===== src/rtl/sccb_pkg.sv =====
// Shared types and constants for the SCCB register write master.
// Holds bus phase codes, sequencer state and result structs; no dependencies.
`timescale 1ns / 1ps

package sccb_pkg;

    localparam int NumBytes    = 3;
    localparam int BitsPerByte = 8;

    // Reset values of the configuration registers
    localparam logic [7:0] RESET_ATTEMPTS   = 8'd20;
    localparam logic [7:0] RESET_WAIT_TICKS = 8'd1;

    // Configuration register indexes
    localparam logic [7:0] CFG_MAX_ATTEMPTS = 8'd0;
    localparam logic [7:0] CFG_WAIT_TICKS   = 8'd1;

    // Request kinds
    localparam logic REQ_TICK  = 1'b0;
    localparam logic REQ_START = 1'b1;

    // Bus phase codes
    localparam logic [3:0] PH_IDLE     = 4'd0;
    localparam logic [3:0] PH_START_A  = 4'd1;
    localparam logic [3:0] PH_START_B  = 4'd2;
    localparam logic [3:0] PH_BIT_SET  = 4'd3;
    localparam logic [3:0] PH_BIT_HIGH = 4'd4;
    localparam logic [3:0] PH_BIT_LOW  = 4'd5;
    localparam logic [3:0] PH_ACK_SET  = 4'd6;
    localparam logic [3:0] PH_ACK_HIGH = 4'd7;
    localparam logic [3:0] PH_ACK_LOW  = 4'd8;
    localparam logic [3:0] PH_ACK_NACK = 4'd9;
    localparam logic [3:0] PH_STOP_A   = 4'd10;
    localparam logic [3:0] PH_STOP_B   = 4'd11;
    localparam logic [3:0] PH_STOP_C   = 4'd12;

    // Line levels: scl, sda, sda driven
    localparam logic [2:0] LINES_IDLE = 3'b111;

    typedef struct packed {
        logic [3:0]       phase;
        logic [2:0]       bit_count;
        logic [1:0]       byte_index;
        logic [7:0]       shift;
        logic [2:0][7:0]  latched;
        logic [7:0]       attempt_count;
        logic [7:0]       wait_count;
        logic [2:0]       lines;
    } seq_state_t;

    typedef struct packed {
        logic       scl_level;
        logic       sda_level;
        logic       sda_driven;
        logic       busy;
        logic       done;
        logic       write_ok;
        logic [7:0] attempts_used;
    } seq_result_t;

endpackage


===== src/rtl/sccb_register_write_master_top.sv =====
// SCCB register write master: the result of a transaction is
// registered and offered on the clock after the input is accepted.
// Throughput 1 transaction per cycle; the single output register is the only
// stage, and input is taken whenever it is empty or being drained.
// Reset: sequencer idle, lines SCL high and SDA high driven, max_attempts 20,
// wait_ticks 1, no result pending.
// Depends on sccb_pkg and sccb_seq_step.
`timescale 1ns / 1ps

module sccb_register_write_master_top
    import sccb_pkg::*;
(
    input  logic       clk,
    input  logic       rst_n,
    // config write channel
    input  logic       cfg_valid,
    output logic       cfg_ready,
    input  logic [7:0] cfg_index,
    input  logic [7:0] cfg_data,
    // input channel
    input  logic       in_valid,
    output logic       in_ready,
    input  logic       req_type,
    input  logic [7:0] device_id,
    input  logic [7:0] reg_address,
    input  logic [7:0] write_data,
    input  logic       sda_sense,
    // output channel
    output logic       out_valid,
    input  logic       out_ready,
    output logic       scl_level,
    output logic       sda_level,
    output logic       sda_driven,
    output logic       busy_res,
    output logic       done_res,
    output logic       write_ok,
    output logic [7:0] attempts_used
);

    seq_state_t  state_reg;
    seq_state_t  state_next;
    seq_result_t res_reg;
    seq_result_t res_next;
    logic        out_valid_reg;
    logic [7:0]  max_attempts_reg;
    logic [7:0]  wait_ticks_reg;
    logic        in_accept;

    assign cfg_ready = 1'b1;
    assign in_ready  = !out_valid_reg || out_ready;
    assign in_accept = in_valid && in_ready;

    // Configuration registers
    always_ff @(posedge clk or negedge rst_n)
    begin
        if (!rst_n)
        begin
            max_attempts_reg <= RESET_ATTEMPTS;
            wait_ticks_reg   <= RESET_WAIT_TICKS;
        end
        else if (cfg_valid && cfg_ready)
        begin
            case (cfg_index)
                CFG_MAX_ATTEMPTS: max_attempts_reg <= cfg_data;
                CFG_WAIT_TICKS:   wait_ticks_reg   <= cfg_data;
                default:          ;
            endcase
        end
    end

    sccb_seq_step u_step (
        .cur          (state_reg),
        .req_type     (req_type),
        .device_id    (device_id),
        .reg_address  (reg_address),
        .write_data   (write_data),
        .sda_sense    (sda_sense),
        .max_attempts (max_attempts_reg),
        .wait_ticks   (wait_ticks_reg),
        .nxt          (state_next),
        .res          (res_next)
    );

    // Sequencer state advances on every accepted transaction
    always_ff @(posedge clk or negedge rst_n)
    begin
        if (!rst_n)
        begin
            state_reg.phase         <= PH_IDLE;
            state_reg.bit_count     <= 3'd0;
            state_reg.byte_index    <= 2'd0;
            state_reg.shift         <= 8'd0;
            state_reg.latched       <= '0;
            state_reg.attempt_count <= 8'd0;
            state_reg.wait_count    <= 8'd0;
            state_reg.lines         <= LINES_IDLE;
        end
        else if (in_accept)
        begin
            state_reg <= state_next;
        end
    end

    // Output register and its valid flag
    always_ff @(posedge clk or negedge rst_n)
    begin
        if (!rst_n)
            out_valid_reg <= 1'b0;
        else if (in_accept)
            out_valid_reg <= 1'b1;
        else if (out_ready)
            out_valid_reg <= 1'b0;
    end

    always_ff @(posedge clk)
    begin
        if (in_accept)
            res_reg <= res_next;
    end

    assign out_valid     = out_valid_reg;
    assign scl_level     = res_reg.scl_level;
    assign sda_level     = res_reg.sda_level;
    assign sda_driven    = res_reg.sda_driven;
    assign busy_res      = res_reg.busy;
    assign done_res      = res_reg.done;
    assign write_ok      = res_reg.write_ok;
    assign attempts_used = res_reg.attempts_used;

`ifndef SYNTH
    // A finished transaction reports not busy
    a_done_not_busy: assert property (@(posedge clk) disable iff (!rst_n)
        out_valid && done_res |-> !busy_res)
        else $error("done reported while still busy");

    // Success is only flagged together with done
    a_ok_with_done: assert property (@(posedge clk) disable iff (!rst_n)
        out_valid && write_ok |-> done_res)
        else $error("write_ok without done");

    // Idle sequencer leaves the bus released
    a_idle_lines: assert property (@(posedge clk) disable iff (!rst_n)
        state_reg.phase == PH_IDLE |-> state_reg.lines == LINES_IDLE)
        else $error("bus lines not idle while sequencer idle");

    // Start request while idle begins the first attempt
    a_start: assert property (@(posedge clk) disable iff (!rst_n)
        in_accept && req_type == REQ_START && state_reg.phase == PH_IDLE
        |=> state_reg.phase == PH_START_A && state_reg.attempt_count == 8'd1)
        else $error("start request did not begin a transaction");
`endif

endmodule


===== src/rtl/sccb_seq_step.sv =====
// Next-state logic of the SCCB write sequencer: one transaction in, one step out.
// Depends on sccb_pkg for phase codes and the state/result structs.
`timescale 1ns / 1ps

module sccb_seq_step
    import sccb_pkg::*;
(
    input  seq_state_t  cur,
    input  logic        req_type,
    input  logic [7:0]  device_id,
    input  logic [7:0]  reg_address,
    input  logic [7:0]  write_data,
    input  logic        sda_sense,
    input  logic [7:0]  max_attempts,
    input  logic [7:0]  wait_ticks,
    output seq_state_t  nxt,
    output seq_result_t res
);

    logic       busy;
    logic       done;
    logic       ok;
    logic       load;
    logic       upd;
    logic [8:0] wait_sum;
    logic       sda_bit;

    always_comb
    begin
        nxt      = cur;
        done     = 1'b0;
        ok       = 1'b0;
        load     = 1'b0;
        upd      = 1'b0;
        busy     = (cur.phase != PH_IDLE);
        wait_sum = {1'b0, cur.wait_count} + 9'd1;
        sda_bit  = 1'b0;

        if (req_type == REQ_START)
        begin
            // Start request is taken only while idle
            if (!busy)
            begin
                nxt.latched[0]    = device_id;
                nxt.latched[1]    = reg_address;
                nxt.latched[2]    = write_data;
                nxt.byte_index    = 2'd0;
                nxt.bit_count     = 3'd0;
                nxt.attempt_count = 8'd1;
                nxt.wait_count    = 8'd0;
                nxt.phase         = PH_START_A;
                upd               = 1'b1;
            end
        end
        else if (busy)
        begin
            // Tick: count out the wait period, then step the bus
            if (wait_sum < {1'b0, wait_ticks})
            begin
                nxt.wait_count = wait_sum[7:0];
            end
            else
            begin
                nxt.wait_count = 8'd0;
                upd            = 1'b1;
                case (cur.phase)
                    PH_START_A:  nxt.phase = PH_START_B;
                    PH_START_B:  load = 1'b1;
                    PH_BIT_SET:  nxt.phase = PH_BIT_HIGH;
                    PH_BIT_HIGH: nxt.phase = PH_BIT_LOW;
                    PH_BIT_LOW:
                    begin
                        nxt.shift = {cur.shift[6:0], 1'b0};
                        if (cur.bit_count == 3'(BitsPerByte - 1))
                        begin
                            nxt.bit_count = 3'd0;
                            nxt.phase     = PH_ACK_SET;
                        end
                        else
                        begin
                            nxt.bit_count = cur.bit_count + 3'd1;
                            nxt.phase     = PH_BIT_SET;
                        end
                    end
                    PH_ACK_SET:  nxt.phase = PH_ACK_HIGH;
                    PH_ACK_HIGH:
                    begin
                        if (sda_sense)
                        begin
                            nxt.phase = PH_ACK_NACK;
                        end
                        else
                        begin
                            nxt.byte_index = cur.byte_index + 2'd1;
                            nxt.phase      = PH_ACK_LOW;
                        end
                    end
                    PH_ACK_LOW:
                    begin
                        if (cur.byte_index >= 2'(NumBytes))
                            nxt.phase = PH_STOP_A;
                        else
                            load = 1'b1;
                    end
                    PH_ACK_NACK: nxt.phase = PH_STOP_A;
                    PH_STOP_A:   nxt.phase = PH_STOP_B;
                    PH_STOP_B:   nxt.phase = PH_STOP_C;
                    PH_STOP_C:
                    begin
                        // All bytes acked or attempts used up ends the transaction
                        if (cur.byte_index >= 2'(NumBytes) || cur.attempt_count >= max_attempts)
                        begin
                            done      = 1'b1;
                            ok        = (cur.byte_index >= 2'(NumBytes));
                            nxt.phase = PH_IDLE;
                        end
                        else
                        begin
                            nxt.attempt_count = cur.attempt_count + 8'd1;
                            nxt.byte_index    = 2'd0;
                            nxt.bit_count     = 3'd0;
                            nxt.phase         = PH_START_A;
                        end
                    end
                    default:     nxt.phase = PH_IDLE;
                endcase
            end
        end

        // Load the next byte into the shifter
        if (load)
        begin
            case (nxt.byte_index)
                2'd0:    nxt.shift = nxt.latched[0];
                2'd1:    nxt.shift = nxt.latched[1];
                2'd2:    nxt.shift = nxt.latched[2];
                default: nxt.shift = 8'd0;
            endcase
            nxt.bit_count = 3'd0;
            nxt.phase     = PH_BIT_SET;
        end

        // Line levels follow the phase after a step
        if (upd)
        begin
            sda_bit = nxt.shift[7];
            case (nxt.phase)
                PH_START_A:  nxt.lines = 3'b111;
                PH_START_B:  nxt.lines = 3'b101;
                PH_BIT_SET:  nxt.lines = {1'b0, sda_bit, 1'b1};
                PH_BIT_HIGH: nxt.lines = {1'b1, sda_bit, 1'b1};
                PH_BIT_LOW:  nxt.lines = {1'b0, sda_bit, 1'b1};
                PH_ACK_SET:  nxt.lines = 3'b010;
                PH_ACK_HIGH: nxt.lines = 3'b110;
                PH_ACK_LOW:  nxt.lines = 3'b010;
                PH_ACK_NACK: nxt.lines = 3'b010;
                PH_STOP_A:   nxt.lines = 3'b001;
                PH_STOP_B:   nxt.lines = 3'b101;
                default:     nxt.lines = LINES_IDLE;
            endcase
        end
    end

    // Result fields come from the updated state
    assign res.scl_level     = nxt.lines[2];
    assign res.sda_level     = nxt.lines[1];
    assign res.sda_driven    = nxt.lines[0];
    assign res.busy          = (nxt.phase != PH_IDLE);
    assign res.done          = done;
    assign res.write_ok      = done & ok;
    assign res.attempts_used = nxt.attempt_count;

endmodule

===== config.mk =====
export PLATFORM = sky130hd
export DESIGN_NAME = sccb_register_write_master_top
export DESIGN_NICKNAME = d
export VERILOG_FILES = /design/src/rtl/sccb_pkg.sv /design/src/rtl/sccb_register_write_master_top.sv /design/src/rtl/sccb_seq_step.sv
export SDC_FILE = /design/constraint.sdc
export NUM_CORES = 1
export LEC_CHECK = 0
export ABC_AREA = 1
export BUFFER_PORTS_ARGS = -buffer_cell sky130_fd_sc_hd__clkbuf_2
export CAP_MARGIN = 20
export CORE_MARGIN = 3
export CORE_UTILIZATION = 43
export CTS_CLUSTER_DIAMETER = 150
export CTS_CLUSTER_SIZE = 25
export DETAILED_ROUTE_END_ITERATION = 10
export GPL_TIMING_DRIVEN = 1
export HOLD_SLACK_MARGIN = 0.15
export PLACE_DENSITY = 0.63
export SETUP_SLACK_MARGIN = 0.4
export SLEW_MARGIN = 15
export SYNTH_ARGS = -nofsm -noshare
export SYNTH_HDL_FRONTEND = slang
export SYNTH_SLANG_ARGS = --single-unit

===== constraint.sdc =====
create_clock -name clk -period 6.1 [get_ports clk]
set_clock_uncertainty 0.2 [all_clocks]
set_input_delay 0.915 -clock clk [delete_from_list [all_inputs] [get_ports clk]]
set_output_delay 0.915 -clock clk [all_outputs]
set_load 0.005 [all_outputs]

==> impl_metrics.env, run 1 <==
export IMPL_p_clk_share_pct=21.3
export IMPL_combPwrFrac_pct=42.5
export IMPL_yosysWarnings=0
export IMPL_max_cap_viol_count=0
export IMPL_status="completed"
export IMPL_critPathKind="flip-flop to flip-flop"
export IMPL_syn_inst=673
export IMPL_netlist_area_um2=5393
export IMPL_rows=40
export IMPL_vias_per_cell=5.063
export IMPL_switching_share_pct=41.16
export IMPL_min_path_cells=2
export IMPL_grt_pass1_wl_um=21340
export IMPL_antenna_left=0
export IMPL_period_needed_ps=3546
export IMPL_worstReg2RegStart="state_reg[3]$_DFFE_PN0P_"
export IMPL_nFillCells=1205
export IMPL_crit_buf_inv=4
export IMPL_setup_tns_ps=0
export IMPL_ys_top_cells_by_count="168 x nand2_1, 91 x inv_1, 73 x o21ai_0, 71 x dfrtp_1, 42 x nand3_1"
export IMPL_nets=798
export IMPL_ir_drop_v=0.0001810
export IMPL_io_buffers=62
export IMPL_area_growth_pct=14.43
export IMPL_hold_path_class="flip-flop to flip-flop"
export IMPL_hold_end="state_reg[2]$_DFFE_PN1P_"
export IMPL_synth_top_family_by_area="simple AND/OR/NAND/NOR gates"
export IMPL_routed_wl_um=12520
export IMPL_p_int_mw=1.536
export IMPL_tightest_slew_ps=910.6
export IMPL_cts_buffers=9
export IMPL_netSwitchingPower_mw=1.075
export IMPL_synthFlopType="dfrtp_1"
export IMPL_cp_common_cell="nand2_1"
export IMPL_ios=64
export IMPL_power_density_nw_per_um2=423.2
export IMPL_yosys_area_top_type="dfrtp_1"
export IMPL_ctsResizeCount=0
export IMPL_synth_edf_count=14
export IMPL_timing_final_crit_share_pct=58.13
export IMPL_grt_overflow=0
export IMPL_chipHeight_um=118.0
export IMPL_clock_fmax_ghz=0.2820
export IMPL_core_um2=12110
export IMPL_rsz0062_at_grt="false"
export IMPL_ys_seq_area_share_pct=43.67
export IMPL_vias=4577
export IMPL_p_leak_nw=3.032
export IMPL_antenna_found_initial=0
export IMPL_crit_path_max_fanout=13
export IMPL_drtPass1Iterations=4
export IMPL_wl_per_cell_um=13.85
export IMPL_yosysTopAreaCellShare_pct=32.95
export IMPL_synth_most_common_cell="nand2_1"
export IMPL_grt_max_degree=78
export IMPL_path_cells="ha_1 -> nand2_2 -> nor2_4 -> nand3_1 -> xor2_1 -> inv_1 -> ha_1 -> nand2_1 -> nand3b_2 -> inv_1 -> nand3_2 -> nand2_4 -> nand3_2 -> o21ai_0 -> inv_1 -> nand2_1 -> nand2_1 -> inv_2 -> nand2_2 -> nand2_1 -> nand3_2 -> a22oi_1"
export IMPL_finalWorstSetupSlack_ps=2554
export IMPL_synth_simple_area_share_pct=26.24
export IMPL_critical_path_top_delay_family="simple AND/OR/NAND/NOR gates"
export IMPL_cp_depth=22
export IMPL_start_kind="flip-flop"
export IMPL_n_antenna_cell=0
export IMPL_reg2reg_slack_ps=2550
export IMPL_clk_latency_ps=350
export IMPL_sequentialPowerShare_pct=36.2
export IMPL_synth_fa_ha_area_share_pct=4.640
export IMPL_max_clock_path_buffers=2
export IMPL_drc=0
export IMPL_syn_avg_cell_area_um2=8.013
export IMPL_final_area_um2=6171
export IMPL_maxSlewViolCount=0
export IMPL_multi_input_area_um2=2556
export IMPL_r2r_cells=22
export IMPL_synth_seq_cells=91
export IMPL_place_ws_ps=2566
export IMPL_synth_fp_nets=740
export IMPL_grt_pass1_vias=4442
export IMPL_synth_area_leaders="dfrtp_1 33%, nand2_1 12%, edfxtp_1 7.8%, o21ai_0 6.8%, inv_1 6.3%"
export IMPL_start_util_pct=44.52
export IMPL_cts_clk_slew_worst_paths_ps=60
export IMPL_die_area_um2=13920
export IMPL_cts_htree_levels=3
export IMPL_regArea_um2=2355
export IMPL_min_from="state_reg[2]$_DFFE_PN1P_"
export IMPL_layout_drive_gt1_share_pct=19.57
export IMPL_cts_setup_buffers=0
export IMPL_async_flop_share_pct=84.62
export IMPL_synth_distinct_cells=54
export IMPL_regToRegEndpoint="sda_level$_DFFE_PP_"
export IMPL_synth_xor_xnor_area_share_pct=0.8121
export IMPL_numClockSinks=91
export IMPL_synth_compound_area_share_pct=15.27
export IMPL_gp_congestion=0.9294
export IMPL_setup_viol=0
export IMPL_largest_reg_flops=60
export IMPL_fin_util_pct=50.95
export IMPL_end_kind="flip-flop"
export IMPL_detailed_place_hpwl_um=9196
export IMPL_synthMuxAreaShare_pct=0.3712
export IMPL_tritoncts="built"
export IMPL_required_ps=6090
export IMPL_grt_usage_pct=18.78
export IMPL_slowest_delay_ps=410
export IMPL_arrival_ps=3540
export IMPL_slowest_stage="dfrtp_1"
export IMPL_dr_first_iter_drc_count=302
export IMPL_holdBufCountCts=0
export IMPL_dieWidth_um=118.0
export IMPL_root_buffer="clkbuf_16"
export IMPL_slew_headroom_pct=39.14
export IMPL_finalHoldViolations=0
export IMPL_placed_area_um2=5843
-- through the flow --
step	hold slack, ps	power [mW]	std cells
finish	274.1	2.611	904
global route	303.0	2.821	904
CTS	275.2	2.623	903
detailed placement	267.9	2.057	887
global placement	258.2	2.016	887
floorplan	246.5	1.795	673
-- worst register-to-register path, stage by stage (launching register included) --
cell and delay (ps):
dfrtp_1 410, ha_1 220, nand2_2 80, nor2_4 120, nand3_1 90, xor2_1 180, inv_1 60, ha_1 290
nand2_1 50, nand3b_2 210, inv_1 70, nand3_2 100, nand2_4 210, nand3_2 230, o21ai_0 210, inv_1 70
nand2_1 80, nand2_1 80, inv_2 70, nand2_2 60, nand2_1 70, nand3_2 80, a22oi_1 150
-- logic make-up (layout without fill, tap and decap cells) --
kind of cell    Yosys count  after routing
flops                    91             91
fa+ha+maj                20             20
mux                       2              2
xor+xnor                  5              5
buf+inv                 123            186
simple gates            295            295
other cells               1              1
compound gates          136            136
-- area by class of cell --
type / instances / area share, %
clock buffer: 13 / 4.562
multi-input combinational: 459 / 41.42
inverter: 105 / 6.387
clock inverter: 3 / 0.3041
sequential: 91 / 38.16
tap: 168 / 3.406
timing repair buffer: 65 / 5.758
-- worst max-delay path by stage --
| stage | start | endpoint | slack [ps] |
|---|---|---|---|
| floorplan | state_reg[3]$_DFFE_PN0P_ | sda_level$_DFFE_PP_ | 2980 |
| CTS | state_reg[3]$_DFFE_PN0P_ | sda_level$_DFFE_PP_ | 2540 |
| finish | state_reg[3]$_DFFE_PN0P_ | sda_level$_DFFE_PP_ | 2550 |
| detailed placement | state_reg[3]$_DFFE_PN0P_ | sda_level$_DFFE_PP_ | 2570 |
| global placement | state_reg[3]$_DFFE_PN0P_ | sda_level$_DFFE_PP_ | 2690 |
| global route | state_reg[3]$_DFFE_PN0P_ | sda_level$_DFFE_PP_ | 2150 |
-- layout by cell type (no fill, tap or decap), types with 5 or more instances in the layout --
| cell | count |
|---|---|
| nand2_1 | 168 |
| inv_1 | 91 |
| o21ai_0 | 73 |
| dfrtp_1 | 71 |
| clkbuf_2 | 61 |
| nand3_1 | 42 |
| nor2_1 | 29 |
| ha_1 | 20 |
| a21oi_1 | 16 |
| o211ai_1 | 15 |
| edfxtp_1 | 14 |
| inv_2 | 13 |
| clkbuf_16 | 10 |
| nand2_2 | 9 |
| nor2_4 | 7 |
| o21ai_1 | 6 |
| dfstp_2 | 6 |
| xor2_1 | 5 |
| nand2_4 | 5 |
| or2_0 | 5 |
| o22ai_1 | 5 |
| a2bb2oi_1 | 5 |
-- power by group through the flow --
stage / Combinational (mW) / Clock (mW) / Sequential, mW
after floorplan: 0.885 / 0 / 0.910
after global placement: 1.07 / 0 / 0.943
after detailed placement: 1.11 / 0 / 0.949
after CTS: 1.11 / 0.571 / 0.941
after global routing: 1.26 / 0.593 / 0.966
final: 1.11 / 0.556 / 0.945
-- per-layer routing --
| metal | GRT usage (%) | wire [um] |
|---|---|---|
| met2 | 31.01 | 6047 |
| met4 | 6.154 | 244 |
| met1 | 24.60 | 5763 |
| met5 | 0 | 0 |
| met3 | 4.037 | 465 |
Power figures use the tool's default switching activity.
==> run 2, diff against run 1 <==
clock period = 3.72 ns   (was 6.1 ns; I/O delays follow)
==> run 2 against run 1 <==
Global-route usage increased by 0.20 points. Sequential share of layout area decreased by 2.5 points. Routed wire length increased by 2.8%. Design area increased by 7.1%.
==> impl_metrics.env, run 2 (same netlist as run 1, synthesis figures left out) <==
export IMPL_status="completed"
export IMPL_nets=822
export IMPL_path_cells="ha_2 -> nand2_2 -> nor2_4 -> nand3_2 -> xor2_1 -> inv_1 -> ha_4 -> a21oi_4 -> o211ai_2 -> nor2_4 -> nand2_8 -> or2_1 -> nand2_2 -> a21oi_4 -> nor2_4 -> nand4_1 -> or2_1"
export IMPL_ir_drop_v=0.0002537
export IMPL_finalHoldViolations=0
export IMPL_antenna_left=0
export IMPL_hold_path_class="input port to async pin"
export IMPL_n_antenna_cell=0
export IMPL_start_util_pct=44.52
export IMPL_rows=40
export IMPL_wl_per_cell_um=13.86
export IMPL_start_kind="flip-flop"
export IMPL_slowest_delay_ps=400
export IMPL_use_met2_pct=30.54
export IMPL_numClockSinks=91
export IMPL_ios=64
export IMPL_vias_per_cell=5.055
export IMPL_crit_path_max_fanout=7
export IMPL_clk_latency_ps=350
export IMPL_maxSlewViolCount=0
export IMPL_clock_fmax_ghz=0.2975
export IMPL_rsz0062_at_grt="true"
export IMPL_layout_drive_gt1_share_pct=26.58
export IMPL_grt_busiest_layer="met2"
export IMPL_slew_headroom_pct=34.12
export IMPL_cp_common_cell="nor2_4"
export IMPL_grt_pass1_vias=4555
export IMPL_dr_first_iter_drc_count=248
export IMPL_core_um2=12110
export IMPL_area_growth_pct=22.58
export IMPL_final_cells=928
export IMPL_grt_pass1_wl_um=21740
export IMPL_gp_congestion=0.9097
export IMPL_chipHeight_um=118.0
export IMPL_slowest_stage="dfrtp_1"
export IMPL_largest_reg_flops=60
export IMPL_dieWidth_um=118.0
export IMPL_cp_depth=17
export IMPL_setup_tns_ps=0
export IMPL_drtPass1Iterations=4
export IMPL_end_kind="flip-flop"
export IMPL_max_clock_path_buffers=2
export IMPL_layout_common_cells="160 x nand2_1, 88 x inv_1, 70 x o21ai_0, 70 x dfrtp_1, 61 x clkbuf_2"
export IMPL_critPathKind="flip-flop to flip-flop"
export IMPL_antenna_found_initial=0
export IMPL_grt_usage_pct=18.97
export IMPL_grt_overflow=0
export IMPL_layout_commonest_cell="nand2_1"
export IMPL_required_ps=3620
export IMPL_max_cap_viol_count=0
export IMPL_grt_max_degree=78
export IMPL_power_density_nw_per_um2=706.0
export IMPL_cts_buffers=9
export IMPL_crit_buf_inv=1
export IMPL_totalPowerFinal_mw=4.667
export IMPL_setup_viol=0
export IMPL_vias=4691
export IMPL_die_area_um2=13920
export IMPL_hold_ws_ps=174.9
export IMPL_critical_path_top_delay_family="simple AND/OR/NAND/NOR gates"
export IMPL_io_buffers=62
export IMPL_tritoncts="built"
export IMPL_cts_htree_levels=3
export IMPL_r2r_cells=17
export IMPL_arrival_ps=3270
export IMPL_period_needed_ps=3362
export IMPL_dp_cells=889
export IMPL_p_leak_nw=3.183
export IMPL_routed_wl_um=12870
export IMPL_holdBufCountCts=0
export IMPL_tightest_slew_ps=988.2
export IMPL_drc=0
export IMPL_root_buffer="clkbuf_16"
export IMPL_detailed_place_hpwl_um=8937
export IMPL_cts_clk_slew_worst_paths_ps=70
export IMPL_met1_usage_pct=24.99
export IMPL_use_met3_pct=3.316
export IMPL_timing_final_crit_share_pct=90.36
[run 2: final timing paths]
| check | startpoint | endpoint | slack, ps |
|---|---|---|---|
| worst max-delay path | state_reg[4]$_DFFE_PN0P_ | busy_res$_DFFE_PP_ | 360 |
| worst max register to register | state_reg[4]$_DFFE_PN0P_ | busy_res$_DFFE_PP_ | 360 |
| worst min register to register | state_reg[2]$_DFFE_PN1P_ | state_reg[2]$_DFFE_PN1P_ | 280 |
| min in group clk | cfg_data[2] | max_attempts_reg[2]$_DFFE_PN1P_ | 250 |
| max in group asynchronous | rst_n | state_reg[3]$_DFFE_PN0P_ | 2460 |
| worst min-delay path | rst_n | state_reg[16]$_DFFE_PN0P_ | 170 |
[run 2: final cells by class]
| type | instances | area (um^2) |
|---|---|---|
| fillers | 1120 | 5502 |
| well taps | 168 | 210.2 |
| flip-flops and latches | 91 | 2356 |
| inverters | 105 | 401.6 |
| clock buffers | 12 | 246.5 |
| multi-input cells | 460 | 2834 |
| clock inverters | 4 | 50.05 |
| repair buffers | 88 | 511.7 |
[run 2: through the flow]
step           utilization, %  cell area [um^2]  setup WS [ps]
6_report                54.58              6610          358.5
4_1_cts                 52.79              6394          355.0
5_1_grt                 54.58              6610          178.3
3_5_place_dp            48.37              5858          189.3
2_1_floorplan               -              5393          601.8
3_3_place_gp            48.37              5858          318.8
[run 2: power by group]
part           internal (mW)  switching (mW)  leakage (nW)
clock                  0.539           0.388         0.139
sequential              1.34           0.209          1.12
combinational          0.840            1.36          1.92
total                   2.71            1.95          3.18
[run 2: layer usage]
layer  part of all wire (%)  vias to the layer above
li1                       -                     2365
met1                     46                     2194
met2                     48                      101
met3                    3.9                       31
met4                    2.7                        0
met5                      0                        -
[run 2: repair_timing]
item	in CTS	in global routing
resized for setup	22	41
setup endpoints to repair	20	34
setup buffers	15	7
cloned	1	0
pin swaps	20	25
[run 2: worst register-to-register path: stages (launching register included)]
cell and delay (ps):
dfrtp_1 400, ha_2 210, nand2_2 60, nor2_4 140, nand3_2 90, xor2_1 180
inv_1 90, ha_4 230, a21oi_4 130, o211ai_2 120, nor2_4 250, nand2_8 100
or2_1 230, nand2_2 100, a21oi_4 70, nor2_4 140, nand4_1 110, or2_1 240
